### src/hw/rtl/wtrp_pkg.sv
// wtrp_pkg: shared types, constants and wavetables for the wavetable tone,
// record and playback block. No dependencies; used by ctrl, duty and top.
`default_nettype none

package wtrp_pkg;

  typedef enum logic [1:0] {
    MODE_TONE = 2'd0,
    MODE_REC  = 2'd1,
    MODE_PLAY = 2'd2
  } mode_e;

  // how the compare value of an item is formed
  typedef enum logic [1:0] {
    DUTY_ZERO  = 2'd0,
    DUTY_HOLD  = 2'd1,
    DUTY_TABLE = 2'd2,
    DUTY_STORE = 2'd3
  } duty_sel_e;

  // result fields other than the compare value
  typedef struct packed {
    logic [7:0] led;
    mode_e      mode;
    logic [5:0] rec_tenths;
    logic [5:0] left_tenths;
    logic       playing;
  } res_t;

  typedef struct packed {
    duty_sel_e  sel;
    logic [9:0] table_val;
    res_t       res;
  } item_t;

  localparam int unsigned TicksPerTenthRec  = 1100;
  localparam int unsigned TicksPerTenthPlay = 1110;
  localparam int unsigned FullScale         = 1023;
  localparam int unsigned TenthsMax         = 63;
  localparam int unsigned NumWaves          = 8;
  localparam int unsigned WaveMaxLen        = 25;

  localparam logic [4:0] WAVE_LEN [NumWaves] = '{
    5'd25, 5'd22, 5'd21, 5'd19, 5'd17, 5'd16, 5'd14, 5'd13
  };

  // rows shorter than the longest are padded with zeros that are never read
  localparam logic [9:0] WAVE [NumWaves][WaveMaxLen] = '{
    '{10'h200, 10'h27f, 10'h2f6, 10'h35e, 10'h3af, 10'h3e6, 10'h3fe, 10'h3f6, 10'h3ce,
      10'h38a, 10'h32c, 10'h2bc, 10'h240, 10'h1bf, 10'h143, 10'h0d3, 10'h075, 10'h031,
      10'h009, 10'h001, 10'h019, 10'h050, 10'h0a1, 10'h109, 10'h180},
    '{10'h200, 10'h290, 10'h314, 10'h382, 10'h3d1, 10'h3fa, 10'h3fa, 10'h3d1, 10'h382,
      10'h314, 10'h290, 10'h200, 10'h16f, 10'h0eb, 10'h07d, 10'h02e, 10'h005, 10'h005,
      10'h02e, 10'h07d, 10'h0eb, 10'h16f, 10'h000, 10'h000, 10'h000},
    '{10'h200, 10'h296, 10'h320, 10'h38f, 10'h3dc, 10'h3fe, 10'h3f2, 10'h3ba, 10'h35b,
      10'h2dd, 10'h24c, 10'h1b3, 10'h122, 10'h0a4, 10'h045, 10'h00d, 10'h001, 10'h023,
      10'h070, 10'h0df, 10'h169, 10'h000, 10'h000, 10'h000, 10'h000},
    '{10'h200, 10'h2a6, 10'h33a, 10'h3ac, 10'h3ef, 10'h3fd, 10'h3d4, 10'h378, 10'h2f3,
      10'h254, 10'h1ab, 10'h10c, 10'h087, 10'h02b, 10'h002, 10'h010, 10'h053, 10'h0c5,
      10'h159, 10'h000, 10'h000, 10'h000, 10'h000, 10'h000, 10'h000},
    '{10'h200, 10'h2b8, 10'h358, 10'h3c9, 10'h3fd, 10'h3eb, 10'h398, 10'h30d, 10'h25d,
      10'h1a2, 10'h0f2, 10'h067, 10'h014, 10'h002, 10'h036, 10'h0a7, 10'h147, 10'h000,
      10'h000, 10'h000, 10'h000, 10'h000, 10'h000, 10'h000, 10'h000},
    '{10'h200, 10'h2c3, 10'h369, 10'h3d8, 10'h3ff, 10'h3d8, 10'h369, 10'h2c3, 10'h200,
      10'h13c, 10'h096, 10'h027, 10'h000, 10'h027, 10'h096, 10'h13c, 10'h000, 10'h000,
      10'h000, 10'h000, 10'h000, 10'h000, 10'h000, 10'h000, 10'h000},
    '{10'h200, 10'h2dd, 10'h38f, 10'h3f2, 10'h3f2, 10'h38f, 10'h2dd, 10'h200, 10'h122,
      10'h070, 10'h00d, 10'h00d, 10'h070, 10'h122, 10'h000, 10'h000, 10'h000, 10'h000,
      10'h000, 10'h000, 10'h000, 10'h000, 10'h000, 10'h000, 10'h000},
    '{10'h200, 10'h2ed, 10'h3a4, 10'h3fb, 10'h3de, 10'h353, 10'h27a, 10'h185, 10'h0ac,
      10'h021, 10'h004, 10'h05b, 10'h112, 10'h000, 10'h000, 10'h000, 10'h000, 10'h000,
      10'h000, 10'h000, 10'h000, 10'h000, 10'h000, 10'h000, 10'h000}
  };

  function automatic logic [9:0] wave_sample(input logic [2:0] idx, input logic [4:0] ph);
    return WAVE[idx][ph];
  endfunction

endpackage

`default_nettype wire

### src/hw/rtl/wtrp_ctrl.sv
// wtrp_ctrl: mode machine, button lock, counters and store addressing.
// Uses wtrp_pkg; drives the sample store and the duty pipeline.
`default_nettype none

module wtrp_ctrl #(
  parameter int unsigned StoreDepth = 65536,
  parameter int unsigned AddrW      = 16
) (
  input  wire logic             clk_i,
  input  wire logic             rst_ni,
  input  wire logic             accept_i,
  input  wire logic [7:0]       switches_i,
  input  wire logic             center_button_i,
  input  wire logic             right_button_i,
  input  wire logic [9:0]       mic_sample_i,
  output wtrp_pkg::item_t       item_o,
  output logic                  store_we_o,
  output logic      [AddrW-1:0] store_waddr_o,
  output logic      [9:0]       store_wdata_o,
  output logic                  store_re_o,
  output logic      [AddrW-1:0] store_raddr_o
);

  localparam int unsigned CntW = $clog2(StoreDepth + 1);
  localparam int unsigned NW   = wtrp_pkg::NumWaves;

  wtrp_pkg::mode_e mode_q, mode_d;
  logic            lock_q, lock_d;
  logic            rerec_q, rerec_d;
  logic            play_q, play_d;
  logic [31:0]     tick_q, tick_d;
  logic [4:0]      phase_q [NW];
  logic [4:0]      phase_d [NW];
  logic [10:0]     tmod_q, tmod_d;
  logic [CntW-1:0] cnt_q, cnt_d;
  logic [10:0]     rmod_q, rmod_d;
  logic [5:0]      trec_q, trec_d;
  logic [5:0]      tleft_q, tleft_d;
  logic [16:0]     limit_q, limit_d;
  logic [7:0]      led_q, led_d;

  logic            btc, btr;
  logic            play_start;
  logic            found;
  logic [2:0]      low;
  logic [31:0]     t_base, t_inc;
  logic [4:0]      ph_base [NW];
  logic [4:0]      ph_inc [NW];
  logic [10:0]     tm_base, tm_inc;
  logic            we, re;
  logic [AddrW-1:0] waddr;
  wtrp_pkg::duty_sel_e sel;
  logic [9:0]      tval;

  assign btc = center_button_i;
  assign btr = right_button_i;

  // playback start clears the tick count before the increment of the same item
  assign play_start = (mode_q == wtrp_pkg::MODE_PLAY) && btr && !lock_q;

  always_comb begin
    t_base  = play_start ? '0 : tick_q;
    tm_base = play_start ? '0 : tmod_q;
    t_inc   = t_base + 32'd1;
    tm_inc  = (t_inc == '0 || tm_base == 11'(wtrp_pkg::TicksPerTenthRec - 1)) ? '0
              : tm_base + 11'd1;
    for (int k = 0; k < NW; k++) begin
      ph_base[k] = play_start ? '0 : phase_q[k];
      // phases follow tick mod each table length, restarting when the tick wraps
      ph_inc[k]  = (t_inc == '0 || ph_base[k] == wtrp_pkg::WAVE_LEN[k] - 5'd1) ? '0
                   : ph_base[k] + 5'd1;
    end
  end

  // lowest active switch
  always_comb begin
    found = 1'b0;
    low   = '0;
    for (int k = NW - 1; k >= 0; k--) begin
      if (switches_i[k]) begin
        found = 1'b1;
        low   = 3'(k);
      end
    end
  end

  always_comb begin
    mode_d  = mode_q;
    lock_d  = lock_q;
    rerec_d = rerec_q;
    play_d  = play_q;
    tick_d  = tick_q;
    phase_d = phase_q;
    tmod_d  = tmod_q;
    cnt_d   = cnt_q;
    rmod_d  = rmod_q;
    trec_d  = trec_q;
    tleft_d = tleft_q;
    limit_d = limit_q;
    led_d   = led_q;
    we      = 1'b0;
    waddr   = cnt_q[AddrW-1:0];
    re      = 1'b0;
    sel     = wtrp_pkg::DUTY_HOLD;
    tval    = '0;

    unique case (mode_q)
      wtrp_pkg::MODE_TONE: begin
        if (found) begin
          tick_d  = t_inc;
          phase_d = ph_inc;
          tmod_d  = tm_inc;
          sel     = wtrp_pkg::DUTY_TABLE;
          tval    = wtrp_pkg::wave_sample(low, ph_inc[low]);
          led_d   = 8'd1 << low;
        end else begin
          sel   = wtrp_pkg::DUTY_ZERO;
          led_d = '0;
        end
        if (btc && !lock_d) begin
          mode_d = wtrp_pkg::MODE_REC;
          tick_d = '0;
          for (int k = 0; k < NW; k++) begin
            phase_d[k] = '0;
          end
          tmod_d = '0;
          lock_d = 1'b1;
          sel    = wtrp_pkg::DUTY_ZERO;
          led_d  = '0;
        end
        if (!btr && lock_d && !btc) begin
          lock_d = 1'b0;
        end
      end

      wtrp_pkg::MODE_REC: begin
        if (btr && !lock_d) begin
          if (rerec_d) begin
            trec_d  = '0;
            cnt_d   = '0;
            rmod_d  = '0;
            rerec_d = 1'b0;
          end
          if (cnt_d < CntW'(StoreDepth)) begin
            we     = 1'b1;
            waddr  = cnt_d[AddrW-1:0];
            cnt_d  = cnt_d + 1'b1;
            rmod_d = (rmod_d == 11'(wtrp_pkg::TicksPerTenthRec - 1)) ? '0 : rmod_d + 11'd1;
          end
          led_d = led_d | 8'h04;
          if (cnt_d >= CntW'(StoreDepth)) begin
            lock_d = 1'b1;
          end
        end else begin
          led_d = led_d & ~8'h04;
        end
        if (!btr && cnt_d != '0 && !btc) begin
          rerec_d = 1'b1;
        end
        if (!btr && !btc) begin
          lock_d = 1'b0;
        end
        if (cnt_d != '0 && rmod_d == '0 && !lock_d && !rerec_d &&
            trec_d < 6'(wtrp_pkg::TenthsMax)) begin
          trec_d = trec_d + 6'd1;
        end
        if (btc && !lock_d) begin
          mode_d  = wtrp_pkg::MODE_PLAY;
          tleft_d = trec_d;
          limit_d = 17'(trec_d) * 17'(wtrp_pkg::TicksPerTenthPlay);
          lock_d  = 1'b1;
        end
      end

      wtrp_pkg::MODE_PLAY: begin
        if (play_start) begin
          play_d  = 1'b1;
          tick_d  = t_base;
          phase_d = ph_base;
          tmod_d  = tm_base;
          lock_d  = 1'b1;
        end
        if (limit_q == '0) begin
          play_d = 1'b0;
        end
        if (play_d) begin
          // past the take the sample reads as zero
          if (t_base < 32'(cnt_q) && t_base < 32'(StoreDepth)) begin
            re  = 1'b1;
            sel = wtrp_pkg::DUTY_STORE;
          end else begin
            sel = wtrp_pkg::DUTY_ZERO;
          end
          tick_d  = t_inc;
          phase_d = ph_inc;
          tmod_d  = tm_inc;
          if (t_inc == 32'(limit_q)) begin
            play_d = 1'b0;
          end
          if (t_inc != '0 && tm_inc == '0 && tleft_d != '0) begin
            tleft_d = tleft_d - 6'd1;
          end
        end else begin
          sel = wtrp_pkg::DUTY_ZERO;
        end
        if (!btr && lock_d && !btc && !play_d) begin
          lock_d  = 1'b0;
          tleft_d = trec_q;
        end
        if (btc && !lock_d) begin
          mode_d = wtrp_pkg::MODE_TONE;
          lock_d = 1'b1;
        end
      end

      default: begin
        sel = wtrp_pkg::DUTY_HOLD;
      end
    endcase
  end

  always_ff @(posedge clk_i or negedge rst_ni) begin
    if (!rst_ni) begin
      mode_q  <= wtrp_pkg::MODE_TONE;
      lock_q  <= 1'b0;
      rerec_q <= 1'b0;
      play_q  <= 1'b0;
      tick_q  <= '0;
      for (int k = 0; k < NW; k++) begin
        phase_q[k] <= '0;
      end
      tmod_q  <= '0;
      cnt_q   <= '0;
      rmod_q  <= '0;
      trec_q  <= '0;
      tleft_q <= '0;
      limit_q <= '0;
      led_q   <= '0;
    end else if (accept_i) begin
      mode_q  <= mode_d;
      lock_q  <= lock_d;
      rerec_q <= rerec_d;
      play_q  <= play_d;
      tick_q  <= tick_d;
      phase_q <= phase_d;
      tmod_q  <= tmod_d;
      cnt_q   <= cnt_d;
      rmod_q  <= rmod_d;
      trec_q  <= trec_d;
      tleft_q <= tleft_d;
      limit_q <= limit_d;
      led_q   <= led_d;
    end
  end

  assign store_we_o    = accept_i && we;
  assign store_waddr_o = waddr;
  assign store_wdata_o = mic_sample_i;
  assign store_re_o    = accept_i && re;
  assign store_raddr_o = t_base[AddrW-1:0];

  assign item_o.sel             = sel;
  assign item_o.table_val       = tval;
  assign item_o.res.led         = led_d;
  assign item_o.res.mode        = mode_d;
  assign item_o.res.rec_tenths  = trec_d;
  assign item_o.res.left_tenths = tleft_d;
  assign item_o.res.playing     = play_d;

endmodule

`default_nettype wire

### config.mk
export PLATFORM = sky130hd
export DESIGN_NAME = wtrp_ctrl
export DESIGN_NICKNAME = d
export VERILOG_FILES = /design/src/hw/rtl/wtrp_pkg.sv /design/src/hw/rtl/wtrp_ctrl.sv
export SDC_FILE = /design/constraint.sdc
export NUM_CORES = 1
export LEC_CHECK = 0
export BUFFER_PORTS_ARGS = -buffer_cell sky130_fd_sc_hd__buf_2
export CORE_ASPECT_RATIO = 1.4
export CORE_MARGIN = 5
export CORE_UTILIZATION = 50
export DETAILED_ROUTE_END_ITERATION = 10
export PLACE_DENSITY_LB_ADDON = 0.2
export SLEW_MARGIN = 20
export SYNTH_ARGS = -nofsm -noshare
export SYNTH_HDL_FRONTEND = slang
export SYNTH_SLANG_ARGS = --single-unit
### constraint.sdc
create_clock -name clk_i -period 10.3 [get_ports clk_i]
set_input_delay 1.545 -clock clk_i [delete_from_list [all_inputs] [get_ports clk_i]]
set_output_delay 1.545 -clock clk_i [all_outputs]
set_load 0.01 [all_outputs]
==> results.md <==
- Synth Net Count: 2194
- Total of flip-flops plus latches after synthesis: 152
- Number of placement rows: 77
- Leading post-synthesis cells by cell area: dfrtp_1 (24%), nand2_1 (6.5%), ha_1 (6.3%)
- Data arrival time at the worst-slack endpoint: 7.31 ns
- Die span in y: 220 µm
- Sink Count: 152
- Basic-gate share of the synthesized area counting and, or, nand and nor cells: 0.261
- CTS H-tree depth: 4
- Class of the tightest hold or removal check: flip-flop to flip-flop
- Total standard cell area after synthesis: 15800 µm²
- Antenna Cells: 0
- Compound-cell area share of the yosys netlist: 0.288
- Number of unique standard cell types used by synthesis: 100
- Hold-fix buffer count after cts: 0
- Global-route total usage across every layer: 0.319
- CP endpoint: item_o[25]
- Post-cts repair resize count: 0
- Clock transition at path regs: 0.07 ns
- Slowest cell on the critical path: o21ai_1
- Ys Warns: 0
- Fraction of registers with async set/reset: 1.00
- Initial antenna violation count: 2
- Final setup violation count: 0
- Proportion of layout cells with a drive suffix above 1: 0.104
- Placed instance count: 2427
- CTS tree: built
- RSZ-0062 raised after global routing: false
- Synth top area share: 0.241
- Overall overflow remaining after global route: 0
- Post-route setup TNS: 0 ns
- Number of pins exceeding their max-slew limit in the final report: 0
- Slew margin rel.: 0.168
- Count of final hold-check violations: 0
- Final Non-Filler Cells: 2459
- Gate Count Post-Synth: 2084
- Top cell types by occurrence after synthesis: nand2_1 (273), o21ai_0 (173), dfrtp_1 (152)
- Levels on crit path: 16
- FF-to-FF Start: rmod_q[0]$_DFFE_PN0P_
- Die span in x: 160 µm
- Final worst clock skew: 0.0112 ns
- HPWL Detailed: 40.7 mm
- Multiplexer fraction of the synthesized cell area: 0.0301
- Critical-path maximum fanout: 48
- Most common cell type on the critical path: buf_2
- Global-route wire length before repair: 90.7 mm
- Critical path's largest stage delay: 1.00 ns
- Worst-Skew Late Latency: 0.45 ns
- Die area: 35200 µm²
- Max capacitance violation total: 0
- Measured slew at the worst slew-check pin: 1.24 ns
- Number of I/O pins: 102
- Main flop type after synthesis: dfrtp_1
- Count of buffers added by post-CTS timing repair for setup: 0
- Detailed Route WL: 57.8 mm
- Remaining DRCs: 0
- Type of element capturing the critical path: output port
- Highest Clock Rate: 0.113 GHz
- Pwr dens: 232 nW/µm²
- Area Overhead vs Synth: 6.44%
- Cell chain of the critical path: buf_2, and3b_4, nor2_1, ha_1, nand3_1, or4_1, nor2_2, o211ai_1, a2111oi_4, nand2_2, o21ai_1, o21ai_2, a2111o_1, and4_1, nor4b_1, buf_2
- Category of cells accounting for the largest share of critical-path delay: simple AND/OR/NAND/NOR gates
- Post-synthesis share of cell area spent on xor and xnor gates: 0.0389
- CP startpoint kind: primary input
- Post-synth EDFFs: 0
- Number of buffers between clock root and the deepest sink: 2
- Worst setup path category: primary input to output port
- Slack of the worst reg-to-reg path: 2.63 ns
- Period Utilization, post-route: 0.860
- Starting density of the core: 0.502
- Total number of nets in the final design: 2161
- Clock root buffer: clkbuf_16
- Drt initial violations: 1777
- Maximum VDD drop: 128 µV
- Number of global-route vias before repair: 16100
- Largest area contributor in the synthesized netlist: dfrtp_1
- Post-detailed-route count of antenna-violating nets: 0
- Data required time at the worst endpoint: 8.76 ns
- Main combinational cell family by area after synthesis: compound AO/OA/AOI/OAI gates
- Fraction of the mapped netlist area in adder cells: 0.0724
- Final routed wire length divided by cell count: 23.5 µm
- Reg2reg path depth: 28
- Final GP Congestion: 0.996
- Maximum number of pins on one net before global-route repair: 94
- Worst R2R End: limit_q[15]$_DFFE_PN0P_
- Leakage power of the design: 7.21 nW
- Vias after detailed routing: 16700
- Core Footprint: 31400 µm²
- Total buffers and inverters traversed by the critical path: 2
- Library cell with the highest instance count after synthesis: nand2_1
- Critical Path Start: right_button_i
- DR pass1 iterations: 8
- Proportion of synthesized chip area in sequential cells: 0.241
- Final critical delay including setup and external delays: 8.86 ns
- CTS Buf Count: 17
- Per-cell via count in the routed design: 6.80
- Result of the run: finished, final reports clean
- Mean post-synth cell area: 7.57 µm²
- Quantity of I/O buffers inserted on ports: 81
==> per-stage QoR <==
step                      utilization  hold slack (ns)  worst slack (ns)  cell area [µm²]  power [mW]
after floorplan                     -            0.443              2.01            15800        2.47
after global placement          0.516            0.464              1.73            16200        3.17
after detailed placement        0.516            0.475              1.65            16200        3.19
after CTS                       0.534            0.498              1.63            16800        3.85
after global routing            0.534            0.512              1.13            16800        4.13
final                           0.534            0.491              1.44            16800        3.90
==> flip-flops by register name, indices dropped and copies added (netlist names) <==
register / count
trec_q: 6
lock_q: 1
rmod_q: 11
tick_q: 32
phase_q: 40
rerec_q: 1
limit_q: 16
play_q: 1
tmod_q: 11
cnt_q: 17
tleft_q: 6
led_q: 8
mode_q: 2
==> worst min path at each step <==
stage / cells after the start / slack, ns / endpoint / start
2_1_floorplan: 2 / 0.44 / phase_q[14]$_DFFE_PN0P_ / phase_q[14]$_DFFE_PN0P_
3_3_place_gp: 2 / 0.46 / phase_q[14]$_DFFE_PN0P_ / phase_q[14]$_DFFE_PN0P_
3_5_place_dp: 2 / 0.48 / phase_q[14]$_DFFE_PN0P_ / phase_q[14]$_DFFE_PN0P_
4_1_cts: 2 / 0.50 / phase_q[14]$_DFFE_PN0P_ / phase_q[14]$_DFFE_PN0P_
5_1_grt: 2 / 0.51 / phase_q[14]$_DFFE_PN0P_ / phase_q[14]$_DFFE_PN0P_
6_report: 2 / 0.49 / phase_q[14]$_DFFE_PN0P_ / phase_q[14]$_DFFE_PN0P_
==> metal layers <==
| layer | routed length [µm] | part of all wire | GRT usage |
|---|---|---|---|
| met4 | 3140 | 0.054 | 0.169 |
| met3 | 4480 | 0.078 | 0.0555 |
| met1 | 22000 | 0.38 | 0.382 |
| met5 | 7 | 0.00012 | 0 |
| met2 | 28100 | 0.49 | 0.551 |
==> report_power, final <==
| part | internal [mW] | switching, mW |
|---|---|---|
| registers | 0.734 | 0.187 |
| logic | 0.809 | 1.52 |
| clock network | 0.343 | 0.300 |
| total | 1.89 | 2.01 |
==> placed cells by master, fill, tap and decap left out, types with 17 or more instances in the layout <==
cell / instances
and3_1: 32
nor3_1: 53
inv_1: 86
or3_1: 20
buf_4: 32
a21o_1: 27
and2_1: 42
nand4_1: 35
nand2_1: 272
mux2_2: 19
nor2b_1: 19
buf_2: 80
clkbuf_16: 17
xor2_1: 30
nand3_1: 78
dfrtp_1: 152
mux2i_1: 26
a31oi_1: 39
o22ai_1: 18
a211oi_1: 27
o31ai_1: 33
a21oi_1: 104
xnor2_1: 40
nor2_1: 132
o211ai_1: 23
ha_1: 80
o21ai_0: 172
nor4_1: 29
==> tightest hold or removal path, stage by stage (launching register included) <==
cell and delay (ns):
dfrtp_1 0.36, nand2_1 0.05, o41ai_1 0.05
==> layout make-up <==
cell class | count | area, µm²
tap | 395 | 494
sequential | 152 | 3800
multi-input combinational | 1678 | 10900
clock inverter | 15 | 163
fill | 3087 | 14600
timing repair buffer | 114 | 672
inverter | 88 | 330
clock buffer | 17 | 425
==> cell families (layout without fill, tap and decap cells) <==
family	after synthesis	count (layout)
flops	152	152
mux	45	45
simple gates	811	811
xor+xnor	70	70
buf+inv	254	234
fa+ha+maj	87	87
compound gates	665	665
Power figures use the tool's default switching activity.
