$ cat src/hw/rtl/wtrp_pkg.sv
// wtrp_pkg: shared types, constants and wavetables for the wavetable tone,
// record and playback block. No dependencies; used by ctrl, duty and top.
`default_nettype none

package wtrp_pkg;

  typedef enum logic [1:0] {
    MODE_TONE = 2'd0,
    MODE_REC  = 2'd1,
    MODE_PLAY = 2'd2
  } mode_e;

  // how the compare value of an item is formed
  typedef enum logic [1:0] {
    DUTY_ZERO  = 2'd0,
    DUTY_HOLD  = 2'd1,
    DUTY_TABLE = 2'd2,
    DUTY_STORE = 2'd3
  } duty_sel_e;

  // result fields other than the compare value
  typedef struct packed {
    logic [7:0] led;
    mode_e      mode;
    logic [5:0] rec_tenths;
    logic [5:0] left_tenths;
    logic       playing;
  } res_t;

  typedef struct packed {
    duty_sel_e  sel;
    logic [9:0] table_val;
    res_t       res;
  } item_t;

  localparam int unsigned TicksPerTenthRec  = 1100;
  localparam int unsigned TicksPerTenthPlay = 1110;
  localparam int unsigned FullScale         = 1023;
  localparam int unsigned TenthsMax         = 63;
  localparam int unsigned NumWaves          = 8;
  localparam int unsigned WaveMaxLen        = 25;

  localparam logic [4:0] WAVE_LEN [NumWaves] = '{
    5'd25, 5'd22, 5'd21, 5'd19, 5'd17, 5'd16, 5'd14, 5'd13
  };

  // rows shorter than the longest are padded with zeros that are never read
  localparam logic [9:0] WAVE [NumWaves][WaveMaxLen] = '{
    '{10'h200, 10'h27f, 10'h2f6, 10'h35e, 10'h3af, 10'h3e6, 10'h3fe, 10'h3f6, 10'h3ce,
      10'h38a, 10'h32c, 10'h2bc, 10'h240, 10'h1bf, 10'h143, 10'h0d3, 10'h075, 10'h031,
      10'h009, 10'h001, 10'h019, 10'h050, 10'h0a1, 10'h109, 10'h180},
    '{10'h200, 10'h290, 10'h314, 10'h382, 10'h3d1, 10'h3fa, 10'h3fa, 10'h3d1, 10'h382,
      10'h314, 10'h290, 10'h200, 10'h16f, 10'h0eb, 10'h07d, 10'h02e, 10'h005, 10'h005,
      10'h02e, 10'h07d, 10'h0eb, 10'h16f, 10'h000, 10'h000, 10'h000},
    '{10'h200, 10'h296, 10'h320, 10'h38f, 10'h3dc, 10'h3fe, 10'h3f2, 10'h3ba, 10'h35b,
      10'h2dd, 10'h24c, 10'h1b3, 10'h122, 10'h0a4, 10'h045, 10'h00d, 10'h001, 10'h023,
      10'h070, 10'h0df, 10'h169, 10'h000, 10'h000, 10'h000, 10'h000},
    '{10'h200, 10'h2a6, 10'h33a, 10'h3ac, 10'h3ef, 10'h3fd, 10'h3d4, 10'h378, 10'h2f3,
      10'h254, 10'h1ab, 10'h10c, 10'h087, 10'h02b, 10'h002, 10'h010, 10'h053, 10'h0c5,
      10'h159, 10'h000, 10'h000, 10'h000, 10'h000, 10'h000, 10'h000},
    '{10'h200, 10'h2b8, 10'h358, 10'h3c9, 10'h3fd, 10'h3eb, 10'h398, 10'h30d, 10'h25d,
      10'h1a2, 10'h0f2, 10'h067, 10'h014, 10'h002, 10'h036, 10'h0a7, 10'h147, 10'h000,
      10'h000, 10'h000, 10'h000, 10'h000, 10'h000, 10'h000, 10'h000},
    '{10'h200, 10'h2c3, 10'h369, 10'h3d8, 10'h3ff, 10'h3d8, 10'h369, 10'h2c3, 10'h200,
      10'h13c, 10'h096, 10'h027, 10'h000, 10'h027, 10'h096, 10'h13c, 10'h000, 10'h000,
      10'h000, 10'h000, 10'h000, 10'h000, 10'h000, 10'h000, 10'h000},
    '{10'h200, 10'h2dd, 10'h38f, 10'h3f2, 10'h3f2, 10'h38f, 10'h2dd, 10'h200, 10'h122,
      10'h070, 10'h00d, 10'h00d, 10'h070, 10'h122, 10'h000, 10'h000, 10'h000, 10'h000,
      10'h000, 10'h000, 10'h000, 10'h000, 10'h000, 10'h000, 10'h000},
    '{10'h200, 10'h2ed, 10'h3a4, 10'h3fb, 10'h3de, 10'h353, 10'h27a, 10'h185, 10'h0ac,
      10'h021, 10'h004, 10'h05b, 10'h112, 10'h000, 10'h000, 10'h000, 10'h000, 10'h000,
      10'h000, 10'h000, 10'h000, 10'h000, 10'h000, 10'h000, 10'h000}
  };

  function automatic logic [9:0] wave_sample(input logic [2:0] idx, input logic [4:0] ph);
    return WAVE[idx][ph];
  endfunction

endpackage

`default_nettype wire

$ cat src/hw/rtl/wtrp_duty.sv
// wtrp_duty: period register and the elastic pipeline that scales a sample
// to the PWM compare value and holds the result item. Uses wtrp_pkg.
`default_nettype none

module wtrp_duty (
  input  wire logic            clk_i,
  input  wire logic            rst_ni,
  input  wire logic            cfg_we_i,
  input  wire logic [15:0]     cfg_wdata_i,
  input  wire logic            in_valid_i,
  output logic                 in_ready_o,
  input  wtrp_pkg::item_t      item_i,
  input  wire logic [9:0]      store_rdata_i,
  output logic                 out_valid_o,
  input  wire logic            out_ready_i,
  output logic      [16:0]     compare_value_o,
  output wtrp_pkg::res_t       res_o
);

  // period plus one, kept ready for the multiplier
  logic [16:0] pp1_q;

  logic                s1_v_q, s2_v_q, s3_v_q, out_v_q;
  wtrp_pkg::item_t     s1_q;
  wtrp_pkg::duty_sel_e s2_sel_q, s3_sel_q;
  wtrp_pkg::res_t      s2_res_q, s3_res_q, out_res_q;
  logic [26:0]         prod_q, x_q;
  logic [17:0]         q0_q;
  logic [16:0]         duty_q;

  logic        r1, r2, r3, r_out;
  logic [9:0]  samp;
  logic [26:0] prod_d;
  logic [27:0] est;
  logic [27:0] qm, rem;
  logic [16:0] quot;

  assign r_out      = !out_v_q || out_ready_i;
  assign r3         = r_out;
  assign r2         = !s3_v_q || r3;
  assign r1         = !s2_v_q || r2;
  assign in_ready_o = !s1_v_q || r1;

  assign samp   = (s1_q.sel == wtrp_pkg::DUTY_STORE) ? store_rdata_i : s1_q.table_val;
  assign prod_d = {10'd0, pp1_q} * {17'd0, samp};

  // x/1023 from below: x/1024 + x/2^20 + x/2^30 falls short by at most one
  assign est  = {1'b0, prod_q} + {11'd0, prod_q[26:10]} + {21'd0, prod_q[26:20]};
  assign qm   = {q0_q[17:0], 10'd0} - {10'd0, q0_q};
  assign rem  = {1'b0, x_q} - qm;
  assign quot = (rem >= 28'(wtrp_pkg::FullScale)) ? q0_q[16:0] + 17'd1 : q0_q[16:0];

  always_ff @(posedge clk_i or negedge rst_ni) begin
    if (!rst_ni) begin
      pp1_q   <= 17'd227;
      s1_v_q  <= 1'b0;
      s2_v_q  <= 1'b0;
      s3_v_q  <= 1'b0;
      out_v_q <= 1'b0;
      duty_q  <= '0;
    end else begin
      if (cfg_we_i) begin
        pp1_q <= {1'b0, cfg_wdata_i} + 17'd1;
      end
      if (in_ready_o) begin
        s1_v_q <= in_valid_i;
      end
      if (r1) begin
        s2_v_q <= s1_v_q;
      end
      if (r2) begin
        s3_v_q <= s2_v_q;
      end
      if (r3) begin
        out_v_q <= s3_v_q;
        if (s3_v_q) begin
          case (s3_sel_q)
            wtrp_pkg::DUTY_ZERO: duty_q <= '0;
            wtrp_pkg::DUTY_HOLD: duty_q <= duty_q;
            default:             duty_q <= quot;
          endcase
        end
      end
    end
  end

  always_ff @(posedge clk_i) begin
    if (in_ready_o && in_valid_i) begin
      s1_q <= item_i;
    end
    if (r1 && s1_v_q) begin
      s2_sel_q <= s1_q.sel;
      s2_res_q <= s1_q.res;
      prod_q   <= prod_d;
    end
    if (r2 && s2_v_q) begin
      s3_sel_q <= s2_sel_q;
      s3_res_q <= s2_res_q;
      x_q      <= prod_q;
      q0_q     <= est[27:10];
    end
    if (r3 && s3_v_q) begin
      out_res_q <= s3_res_q;
    end
  end

  assign out_valid_o     = out_v_q;
  assign compare_value_o = duty_q;
  assign res_o           = out_res_q;

endmodule

`default_nettype wire

$ cat config.mk
export PLATFORM = sky130hd
export DESIGN_NAME = wtrp_duty
export DESIGN_NICKNAME = d
export VERILOG_FILES = /design/src/hw/rtl/wtrp_pkg.sv /design/src/hw/rtl/wtrp_duty.sv
export SDC_FILE = /design/constraint.sdc
export NUM_CORES = 1
export LEC_CHECK = 0
export ABC_AREA = 1
export ABC_CLOCK_PERIOD_IN_PS = 7000
export BUFFER_PORTS_ARGS = -buffer_cell sky130_fd_sc_hd__buf_4
export CAP_MARGIN = 20
export CORE_AREA = 2 2 196 198
export CTS_CLUSTER_DIAMETER = 80
export DETAILED_ROUTE_END_ITERATION = 8
export DIE_AREA = 0 0 198 200
export PLACE_DENSITY = 0.61
export SETUP_SLACK_MARGIN = 0.2
export SYNTH_ARGS = -nofsm -noshare
export SYNTH_HDL_FRONTEND = slang
export SYNTH_SLANG_ARGS = --single-unit
export TNS_END_PERCENT = 20
$ cat constraint.sdc
create_clock -name clk_i -period 7 [get_ports clk_i]
set_input_delay 1.4 -clock clk_i [delete_from_list [all_inputs] [get_ports clk_i]]
set_output_delay 1.4 -clock clk_i [all_outputs]
set_load 0.02 [all_outputs]
==> metrics.md, run 1 <==
| Metric | Value |
|---|---|
| Status | finished clean |
| Final hold slack | 0.415 ns |
| Initial antenna violation count | 1 |
| Ys async rst share | 0.174 |
| Yosys warnings | 0 |
| DR vias/cell | 4.86 |
| Crit path arrival time | 6.69 ns |
| Synth top area cells | edfxtp_1 (32%), fa_1 (16%), ha_1 (10%) |
| Initial DRC Count | 551 |
| H-tree levels | 1 |
| Initial core utilization | 0.446 |
| Top FF cell, synth | edfxtp_1 |
| CTS tree | done |
| Max_slew headroom | 0.333 |
| Max-cap violations | 0 |
| Final setup fails | 0 |
| Die area | 0.0396 mm^2 |
| FF-to-FF path depth | 23 |
| Netlist cell types | 43 |
| Post-Syn Area | 0.0167 mm^2 |
| Synthesized Nets | 2185 |
| Reg2reg start | s1_q[33] |
| DRT Pass-1 Iters | 5 |
| Total gr overflow | 0 |
| Post-Route Setup TNS | 0 ns |
| Worst Setup End Kind | flip-flop |
| EDFF count, synth | 180 |
| Post-synth top area share | 0.324 |
| Largest net degree at the start of global routing | 71 |
| Diodes inserted | 0 |
| Share of cells above drive strength 1 | 0.109 |
| Worst Path Max Fanout | 10 |
| First-pass GRT wire length | 63900 um |
| DP Cell Count | 2467 |
| Detailed Place HPWL | 32500 um |
| Worst Max-Slew Pin Slew | 0.998 ns |
| DRT antenna net count | 0 |
| Hold Path Class | flip-flop to flip-flop |
| Die X | 198 um |
| Routability cong. | 0.908 |
| Seq/Total Area, Yosys | 0.382 |
| Rows | 71 |
| Final Critical Period | 6.42 ns |
| Final non-filler cell total | 2514 |
| Worst Setup SP | store_rdata_i[2] |
| Period utilisation layout | 0.918 |
| Num Clock Sinks | 218 |
| Core area | 0.0374 mm^2 |
| Seq cells post-synth | 218 |
| Vias in the first global route | 12500 |
| DR WL/cell | 15.7 um |
| Final #Nets | 2318 |
| Setup crit end | prod_q[25] |
| Clock-pin slew on the worst setup and hold paths | 0.06 ns |
| Clock Skew | 0.0145 ns |
| Remaining DRCs | 0 |
| Clock Path Buffers | 3 |
| Commonest cells post-synth | nand2_1 (444), inv_1 (369), edfxtp_1 (180) |
| CTS Buf Count | 25 |
| Startpoint types | input pin |
| Worst R2R Setup Slack | 0.61 ns |
| I/O Pins | 108 |
| Critical path class | input pin to flip-flop |
| Post-synthesis cell count | 1851 |
| Avg Cell Area, Syn | 9.01 um^2 |
| Most common cell in the netlist | nand2_1 |
| Vias | 12200 |
| Port-buffer cells | 107 |
| Final Hold Violating Endpoints | 0 |
| Clk Latency, worst-skew pair | 0.55 ns |
| Max Slew Vio Count | 0 |
| RSZ-0062 raised after global routing | false |
| CTS root buf | clkbuf_16 |
| Cts-stage hold buffer count | 0 |
| Worst R2R End | prod_q[25] |
| Fmax | 156 MHz |
| Area growth syn-to-layout | 13.8% |
| DIE HEIGHT | 200 um |
| Critical Path RT | 7.26 ns |
| Area leader, netlist | edfxtp_1 |
| GRT Util Overall | 0.208 |
| Final WL | 39600 um |
==> layout by cell type, fill, tap and decap left out, drive strengths merged, types with 2 or more instances in the layout <==
cell type	Yosys	routed
o21bai	4	4
and2	6	6
clkinvlp	0	3
xnor2	11	11
ha	136	136
fa	132	132
a21oi	70	70
o211ai	2	2
o21ai	48	48
xor2	35	35
clkinv	2	11
dfstp	5	5
o31ai	3	3
nand4	13	13
a21o	3	3
nor3	11	11
nand3b	9	9
nand2	454	454
inv	372	376
o22ai	3	3
or2	10	10
dfrtp	33	33
and3	3	3
nor4	4	4
nor2	181	181
nand3	90	90
buf	8	128
a31oi	5	5
clkbuf	14	29
edfxtp	180	180
==> timing repair <==
action,in CTS,in global routing
resized for setup,1,2
buffers inserted,0,0
setup endpoints to repair,1,9
==> final cells by class <==
type                    instances  area [um^2]
clock buffers                  29          641
repair buffers                128          973
well taps                     511          639
clock inverters                17          143
inverters                     374         1400
fillers                      3534        18400
multi-input cells            1237         8820
flip-flops and latches        218         6360
==> per-stage QoR <==
stage	worst slack (ns)	cell area, um^2	util
after floorplan	0.564	16700	-
after global placement	-0.109	18200	0.486
after detailed placement	-0.123	18200	0.486
after CTS	0.322	19000	0.507
after global routing	0.264	19000	0.508
final	0.576	19000	0.508
==> flip-flops by register name (all words and copies together) (netlist names), 2 cells and up <==
signal and count:
compare_value_o 17, pp1_q 17, prod_q 27, q0_q 18, res_o 23, s1_q 35, s2_res_q 23, s2_sel_q 2
s3_res_q 23, s3_sel_q 2, x_q 27
==> worst min-delay path by stage <==
stage	end	depth (start not counted)	startpoint
floorplan	res_o[0]	0	s3_res_q[0]
global placement	s3_res_q[1]	0	s2_res_q[1]
detailed placement	res_o[1]	0	s3_res_q[1]
CTS	res_o[1]	0	s3_res_q[1]
global route	s2_res_q[15]	0	s1_q[15]
finish	res_o[1]	0	s3_res_q[1]
==> routing by layer <==
layer,global-route usage,wire length [um]
met1,0.250,16700
met2,0.387,20300
met3,0.0205,1310
met4,0.0744,1300
met5,0,0
==> critical path, stage by stage <==
cell and delay, ns:
buf_4 0.11, o21ai_0 0.45, inv_2 0.23, nand2_1 0.14, fa_1 0.45, inv_1 0.10
fa_1 0.43, fa_1 0.48, fa_1 0.55, inv_1 0.06, fa_1 0.52, inv_1 0.05
ha_1 0.38, nand2_1 0.09, nor4_2 0.43, nand4_1 0.26, nand3_1 0.24, nand2_1 0.07
o311ai_0 0.11, xor2_1 0.14
==> cells by family after synthesis <==
logic type               synth area share
XOR/XNOR                           0.0242
adder cells (fa/ha/maj)             0.261
AND/OR/NAND/NOR                     0.198
buffers and inverters              0.0906
AO/OA/AOI/OAI                      0.0453
flip-flops                          0.382
Power of run 1 is left out: the tool's default activity adds up to more than one toggle a clock period on the data nets, which glitch-free logic cannot reach.
==> inputs of run 2 (changes only) <==
ABC_AREA = not set   (was 1)
CORE_AREA = 2 2 194 196   (was 2 2 196 198)
DIE_AREA = 0 0 196 198   (was 0 0 198 200)
==> metrics.md, run 2 <==
| Metric | Value |
|---|---|
| DP Area | 0.0177 mm^2 (-2.3%) |
| Final WL | 35900 um (-9.2%) |
| Main combinational cell family by area after synthesis | adder cells |
| Detailed Place HPWL | 28600 um (-12%) |
| Status | finished clean |
| Clk Latency, worst-skew pair | 0.54 ns (about the same) |
| Critical path class | input pin to flip-flop |
| Final hold slack | 0.409 ns (-0.00597 ns) |
| Clock Path Buffers | 3 (unchanged) |
| Hold Path Class | flip-flop to flip-flop |
| RSZ-0062 raised after global routing | false |
| Post-synthesis cell count | 1523 (-18%) |
| DIE HEIGHT | 198 um (-1.0%) |
| Worst Setup End Kind | flip-flop |
| Seq/Total Area, Yosys | 0.390 (+0.00855) |
| Share of cells above drive strength 1 | 0.129 (+0.0198) |
| Worst Path Max Fanout | 8 (-2) |
| Core area | 0.0370 mm^2 (-1.2%) |
| CTS tree | done |
| Fmax | 154 MHz (-0.84%) |
| Crit-path leading delay family | adder cells |
| Remaining DRCs | 0 (unchanged) |
| Routability cong. | 0.878 (-3.3%) |
| Most common cell after layout, fill and taps aside | inv_1 |
| Seq cells post-synth | 218 (unchanged) |
| Final Critical Period | 6.48 ns (+0.0542 ns) |
| DR WL/cell | 16.9 um (+7.5%) |
| Port-buffer cells | 107 (unchanged) |
| Initial antenna violation count | 0 (-1) |
| EDFF count, synth | 180 (unchanged) |
| Synthesized Nets | 1857 (-15%) |
| Synth top area cells | edfxtp_1 (33%), fa_1 (16%), ha_1 (10%) |
| Setup WS pre-CTS | -0.0304 ns (+0.0928 ns) |
| Worst Max-Slew Pin Slew | 1.02 ns (+0.0242 ns) |
| CTS Buf Count | 23 (-8.0%) |
| Top cell by count, worst path | fa_1 |
| Post-synth top area share | 0.331 (+0.00726) |
| Clock Skew | 0.0172 ns (+0.00269 ns) |
| Top FF cell, synth | edfxtp_1 |
| Diodes inserted | 0 (unchanged) |
| First-pass GRT wire length | 59200 um (-7.4%) |
| Largest Register | s1_q |
| Design Area, Final | 0.0185 mm^2 (-2.7%) |
| Compound-gate portion of the synthesized area | 0.0981 (+0.0528) |
| Largest net degree at the start of global routing | 47 (-34%) |
| Worst-path cell chain | buf_4, mux2_2, and2_1, fa_1, fa_1, inv_1, fa_1, inv_1, fa_1, inv_1, fa_1, inv_1, ha_4, nor4_1, a211oi_1, o311a_1, o41ai_2, buf_4, o311ai_1, a21o_1, a21oi_1, xnor2_1 |
| Post-CTS setup buffer count | 0 (unchanged) |
| Final Hold Violating Endpoints | 0 (unchanged) |
| Commonest cells post-synth | inv_1 (223), edfxtp_1 (180), nand2_1 (148) |
| DR vias/cell | 5.24 (+7.7%) |
| Netlist cell types | 77 (+79%) |
| Vias | 11100 (-9.0%) |
| XOR/XNOR Fraction of Synth Area | 0.0295 (+0.00537) |
| Num Clock Sinks | 218 (unchanged) |
| Final setup fails | 0 (unchanged) |
| Area leader, netlist | edfxtp_1 |
| Synth Area in Simple Gates | 0.138 (-0.0601) |
| Clock-pin slew on the worst setup and hold paths | 0.06 ns (about the same) |
| Critical Path RT | 7.28 ns (+0.02 ns) |
| Total gr overflow | 0 (unchanged) |
| Ys async rst share | 0.174 (unchanged) |
| Die area | 0.0388 mm^2 (-2.0%) |
| Initial DRC Count | 563 (+2.2%) |
| Crit-path slowest cell | fa_1 |
| Resize count post-CTS | 0 (-1) |
| Max-cap violations | 0 (unchanged) |
| Largest stage delay on the critical path | 0.56 ns (about the same) |
| Max FFs per register | 35 (unchanged) |
| Crit path arrival time | 6.76 ns (+0.07 ns) |
| Final Util | 0.500 (-0.00778) |
| Avg Cell Area, Syn | 10.7 um^2 (+19%) |
| Period utilisation layout | 0.925 (+0.00775) |
| Rows | 71 (unchanged) |
| DRT antenna net count | 0 (unchanged) |
| CTS root buf | clkbuf_16 |
| Max Slew Vio Count | 0 (unchanged) |
| Fin worst setup slack | 0.522 ns (-0.0542 ns) |
| Commonest non-fill, non-tap cells in the layout | inv_1 (223), edfxtp_1 (180), nand2_1 (148) |
| Biggest regs | s1_q x35, prod_q x27, x_q x27 |
| Die X | 196 um (-1.0%) |
| GRT Util Overall | 0.191 (-0.0170) |
| Area growth syn-to-layout | 13.2% |
| Bufs and invs on worst path | 6 (+1) |
| I/O Pins | 108 (unchanged) |
| Final #Nets | 1967 (-15%) |
| Synth Area in Adders | 0.266 (+0.00584) |
| Post-Syn Area | 0.0163 mm^2 (-2.2%) |
| Yosys warnings | 0 (unchanged) |
| Max_slew headroom | 0.301 (-0.0322) |
| Most common cell in the netlist | inv_1 |
| Cts-stage hold buffer count | 0 (unchanged) |
| H-tree levels | 1 (unchanged) |
| DRT Pass-1 Iters | 5 (unchanged) |
| Initial core utilization | 0.441 (-0.00453) |
| Startpoint types | input pin |
| Mux share of post-synthesis cell area | 0.0128 (+0.0128) |
| Vias in the first global route | 11300 (-9.0%) |
## run 2: changes by cell type in the layout (fill, tap and decap cells not counted), sizes merged, moves of 19 or more
| cell | delta |
|---|---|
| a21o | +19 |
| and2 | +89 |
| inv | -151 |
| nand2 | -306 |
| nand3 | -47 |
| nor2 | -103 |
| xnor2 | +31 |
| xor2 | -22 |
## run 2: cell families (layout without fill, tap and decap cells)
logic type	after synthesis	in the layout
adders and majority gates	268	268
muxes	19	19
DFF	218	218
buffers and inverters	274	400
xor gates and xnor gates	55	55
and+or+nand+nor	457	457
AOI/OAI and AO/OA	232	232
## run 2: final cells by class
cell class,instances,area (um^2)
Inverter,224,841
Multi-Input combinational cell,1031,8930
Fill cell,3374,18500
Sequential cell,218,6360
Clock buffer,26,587
Clock inverter,15,136
Timing Repair Buffer,135,1020
Tap cell,474,593
## run 2: stage by stage
step | std cells | setup TNS (ns)
after floorplan | 1523 | 0
after global placement | 2081 | -0.00147
after detailed placement | 2082 | -0.0304
after CTS | 2123 | 0
after global routing | 2123 | 0
final | 2123 | 0
## run 2: per-layer routing
metal	track usage	share of wire	vias up
li1	-	-	5412
met1	0.249	0.44	5409
met2	0.330	0.48	240
met3	0.0225	0.038	65
met4	0.0657	0.036	0
met5	0	0	-
## run 2: worst paths after layout
path                            slack, ns                 end             start  depth (start not counted)
worst max-delay path                 0.52          prod_q[26]  store_rdata_i[6]                         22
worst min-delay path                 0.41            res_o[6]       s3_res_q[6]                          0
worst max register to register       0.53          prod_q[26]          s1_q[33]                         22
worst min register to register       0.41            res_o[6]       s3_res_q[6]                          0
max in group asynchronous            5.76  compare_value_o[0]            rst_ni                          1
min in group asynchronous            0.85            pp1_q[3]            rst_ni                          1
Power of run 2 is left out for the same reason.
==> inputs of run 3 (changes only) <==
MAX_ROUTING_LAYER = met4   (was not set)
==> metrics.md, run 3 (same netlist as run 2, synthesis figures left out) <==
| Metric | Value |
|---|---|
| Core area | 0.0370 mm^2 (unchanged) |
| Final setup fails | 0 (unchanged) |
| Stages on the worst setup path | 22 (unchanged) |
| Bufs and invs on worst path | 6 (unchanged) |
| Top cell by count, worst path | fa_1 |
| Initial DRC Count | 646 (+15%) |
| DRT antenna net count | 0 (unchanged) |
| Worst R2R End | prod_q[26] |
| Final WL | 35900 um (unchanged) |
| Area growth syn-to-layout | 13.6% |
| Max-cap violations | 0 (unchanged) |
| RSZ-0062 raised after global routing | false |
| Clk Latency, worst-skew pair | 0.53 ns (about the same) |
| Initial core utilization | 0.441 (unchanged) |
| Max Slew Vio Count | 0 (unchanged) |
| Hold Path Class | flip-flop to flip-flop |
| Share of cells above drive strength 1 | 0.129 (-0.000156) |
| DRT Pass-1 Iters | 5 (unchanged) |
| Vias | 11100 (-0.13%) |
| Clock-pin slew on the worst setup and hold paths | 0.06 ns (about the same) |
| Worst Path Max Fanout | 8 (unchanged) |
| Post-CTS setup buffer count | 0 (unchanged) |
| Met1 Usage GRT | 0.252 (+0.00309) |
| Worst-path cell chain | buf_4, mux2_2, and2_1, fa_1, fa_1, inv_1, fa_1, inv_1, fa_1, inv_1, fa_1, inv_1, ha_4, nor4_1, a211oi_1, o311a_1, o41ai_2, buf_4, o311ai_1, a21o_1, a21oi_1, xnor2_1 |
| Met2 Usage GRT | 0.335 (+0.00514) |
| Commonest non-fill, non-tap cells in the layout | inv_1 (223), edfxtp_1 (180), nand2_1 (148) |
| Die area | 0.0388 mm^2 (unchanged) |
| Most common cell after layout, fill and taps aside | inv_1 |
| GRT Util Overall | 0.197 (+0.00663) |
| Final hold slack | 0.403 ns (-0.00586 ns) |
| Worst Max-Slew Pin Slew | 1.02 ns (-0.00129 ns) |
| Num Clock Sinks | 218 (unchanged) |
| Critical path class | input pin to flip-flop |
| H-tree levels | 1 (unchanged) |
| Largest stage delay on the critical path | 0.54 ns (-0.02 ns) |
| Post-Route Setup TNS | 0 ns (unchanged) |
| Total gr overflow | 0 (unchanged) |
| Cts-stage hold buffer count | 0 (unchanged) |
| CTS tree | done |
| Crit-path leading delay family | adder cells |
| Detailed Place HPWL | 28900 um (+1.1%) |
| Max FFs per register | 35 (unchanged) |
| Resize count post-CTS | 0 (unchanged) |
| Diodes inserted | 0 (unchanged) |
| Vias in the first global route | 11400 (+0.86%) |
| Largest net degree at the start of global routing | 64 (+36%) |
| Final Critical Period | 6.47 ns (-0.0100 ns) |
| Max_slew headroom | 0.302 (+0.000881) |
| Met3 Usage GRT | 0.0206 (-0.00187) |
| Clock Path Buffers | 3 (unchanged) |
| Initial antenna violation count | 0 (unchanged) |
| Startpoint types | input pin |
| Most Crowded Layer GR | met2 |
| First-pass GRT wire length | 59500 um (+0.49%) |
| DR WL/cell | 16.9 um (about the same) |
| Remaining DRCs | 0 (unchanged) |
| Worst R2R Setup Slack | 0.57 ns (+0.04 ns) |
| Crit path arrival time | 6.73 ns (-0.03 ns) |
| Die X | 196 um (unchanged) |
| Final Hold Violating Endpoints | 0 (unchanged) |
| CTS Buf Count | 23 (unchanged) |
| Hold path startpoint | s3_res_q[14] |
| DIE HEIGHT | 198 um (unchanged) |
| DR vias/cell | 5.23 (-0.23%) |
| CTS root buf | clkbuf_16 |
| Final #Nets | 1970 (+0.15%) |
| Biggest regs | s1_q x35, prod_q x27, x_q x27 |
| Fmax | 155 MHz (+0.15%) |
| Worst Setup End Kind | flip-flop |
| I/O Pins | 108 (unchanged) |
| Rows | 71 (unchanged) |
| Status | finished clean |
| Routability cong. | 0.889 (+1.3%) |
| Endpoint, Worst Hold | res_o[14] |
| Port-buffer cells | 107 (unchanged) |
| Critical Path RT | 7.26 ns (-0.02 ns) |
| Reg2reg start | s1_q[33] |
| Period utilisation layout | 0.924 (-0.00143) |
| FF-to-FF path depth | 23 (+4.5%) |
| Worst Hold Path Cells | 0 (unchanged) |
| Largest Register | s1_q |
| Crit-path slowest cell | fa_1 |
| Clock Skew | 0.0169 ns (-0.000337 ns) |
-- run 3: area by class of cell --
type	count	area, um^2
clock buffers	27	601
fillers	3342	18400
well taps	474	593
repair buffers	138	1040
clock inverters	13	169
multi-input cells	1031	8930
flip-flops and latches	218	6360
inverters	224	841
-- run 3: metal layers --
layer  part of all wire  vias up
li1                   -     5416
met1               0.45     5409
met2               0.49      231
met3              0.035       55
met4              0.029        0
met5                  0        -
-- run 3: metrics by stage --
stage               instances  area, um^2  utilization  setup slack, ns
detailed placement       2085       17800        0.481          -0.0352
floorplan                1523       16400            -            0.228
global route             2125       18500        0.502            0.205
finish                   2125       18500        0.502            0.532
CTS                      2125       18500        0.502            0.506
global placement         2084       17800        0.481        -0.000186
-- run 3: how the worst max path moves through the flow --
| stage | from | endpoint | slack [ns] |
|---|---|---|---|
| after CTS | store_rdata_i[6] | prod_q[26] | 0.51 |
| after global routing | s1_q[33] | prod_q[26] | 0.21 |
| final | store_rdata_i[6] | prod_q[26] | 0.53 |
| after detailed placement | store_rdata_i[6] | prod_q[26] | -0.04 |
| after global placement | store_rdata_i[6] | prod_q[26] | -0.0002 |
| after floorplan | store_rdata_i[6] | prod_q[26] | 0.23 |
-- run 3: worst reg2reg max path, stage by stage, from the launching register on --
cell	delay (ns)
edfxtp_1	0.39
nand2_1	0.39
buf_4	0.21
mux2_2	0.44
buf_4	0.20
nand2_1	0.08
fa_1	0.42
inv_1	0.09
fa_1	0.43
fa_1	0.48
fa_1	0.54
inv_1	0.05
fa_1	0.52
inv_1	0.04
ha_1	0.33
o21ai_0	0.30
nand2b_1	0.10
o311a_1	0.16
o41ai_2	0.28
buf_4	0.17
o311ai_1	0.11
a21o_1	0.18
a21oi_1	0.19
xnor2_1	0.10
Power of run 3 is left out for the same reason.
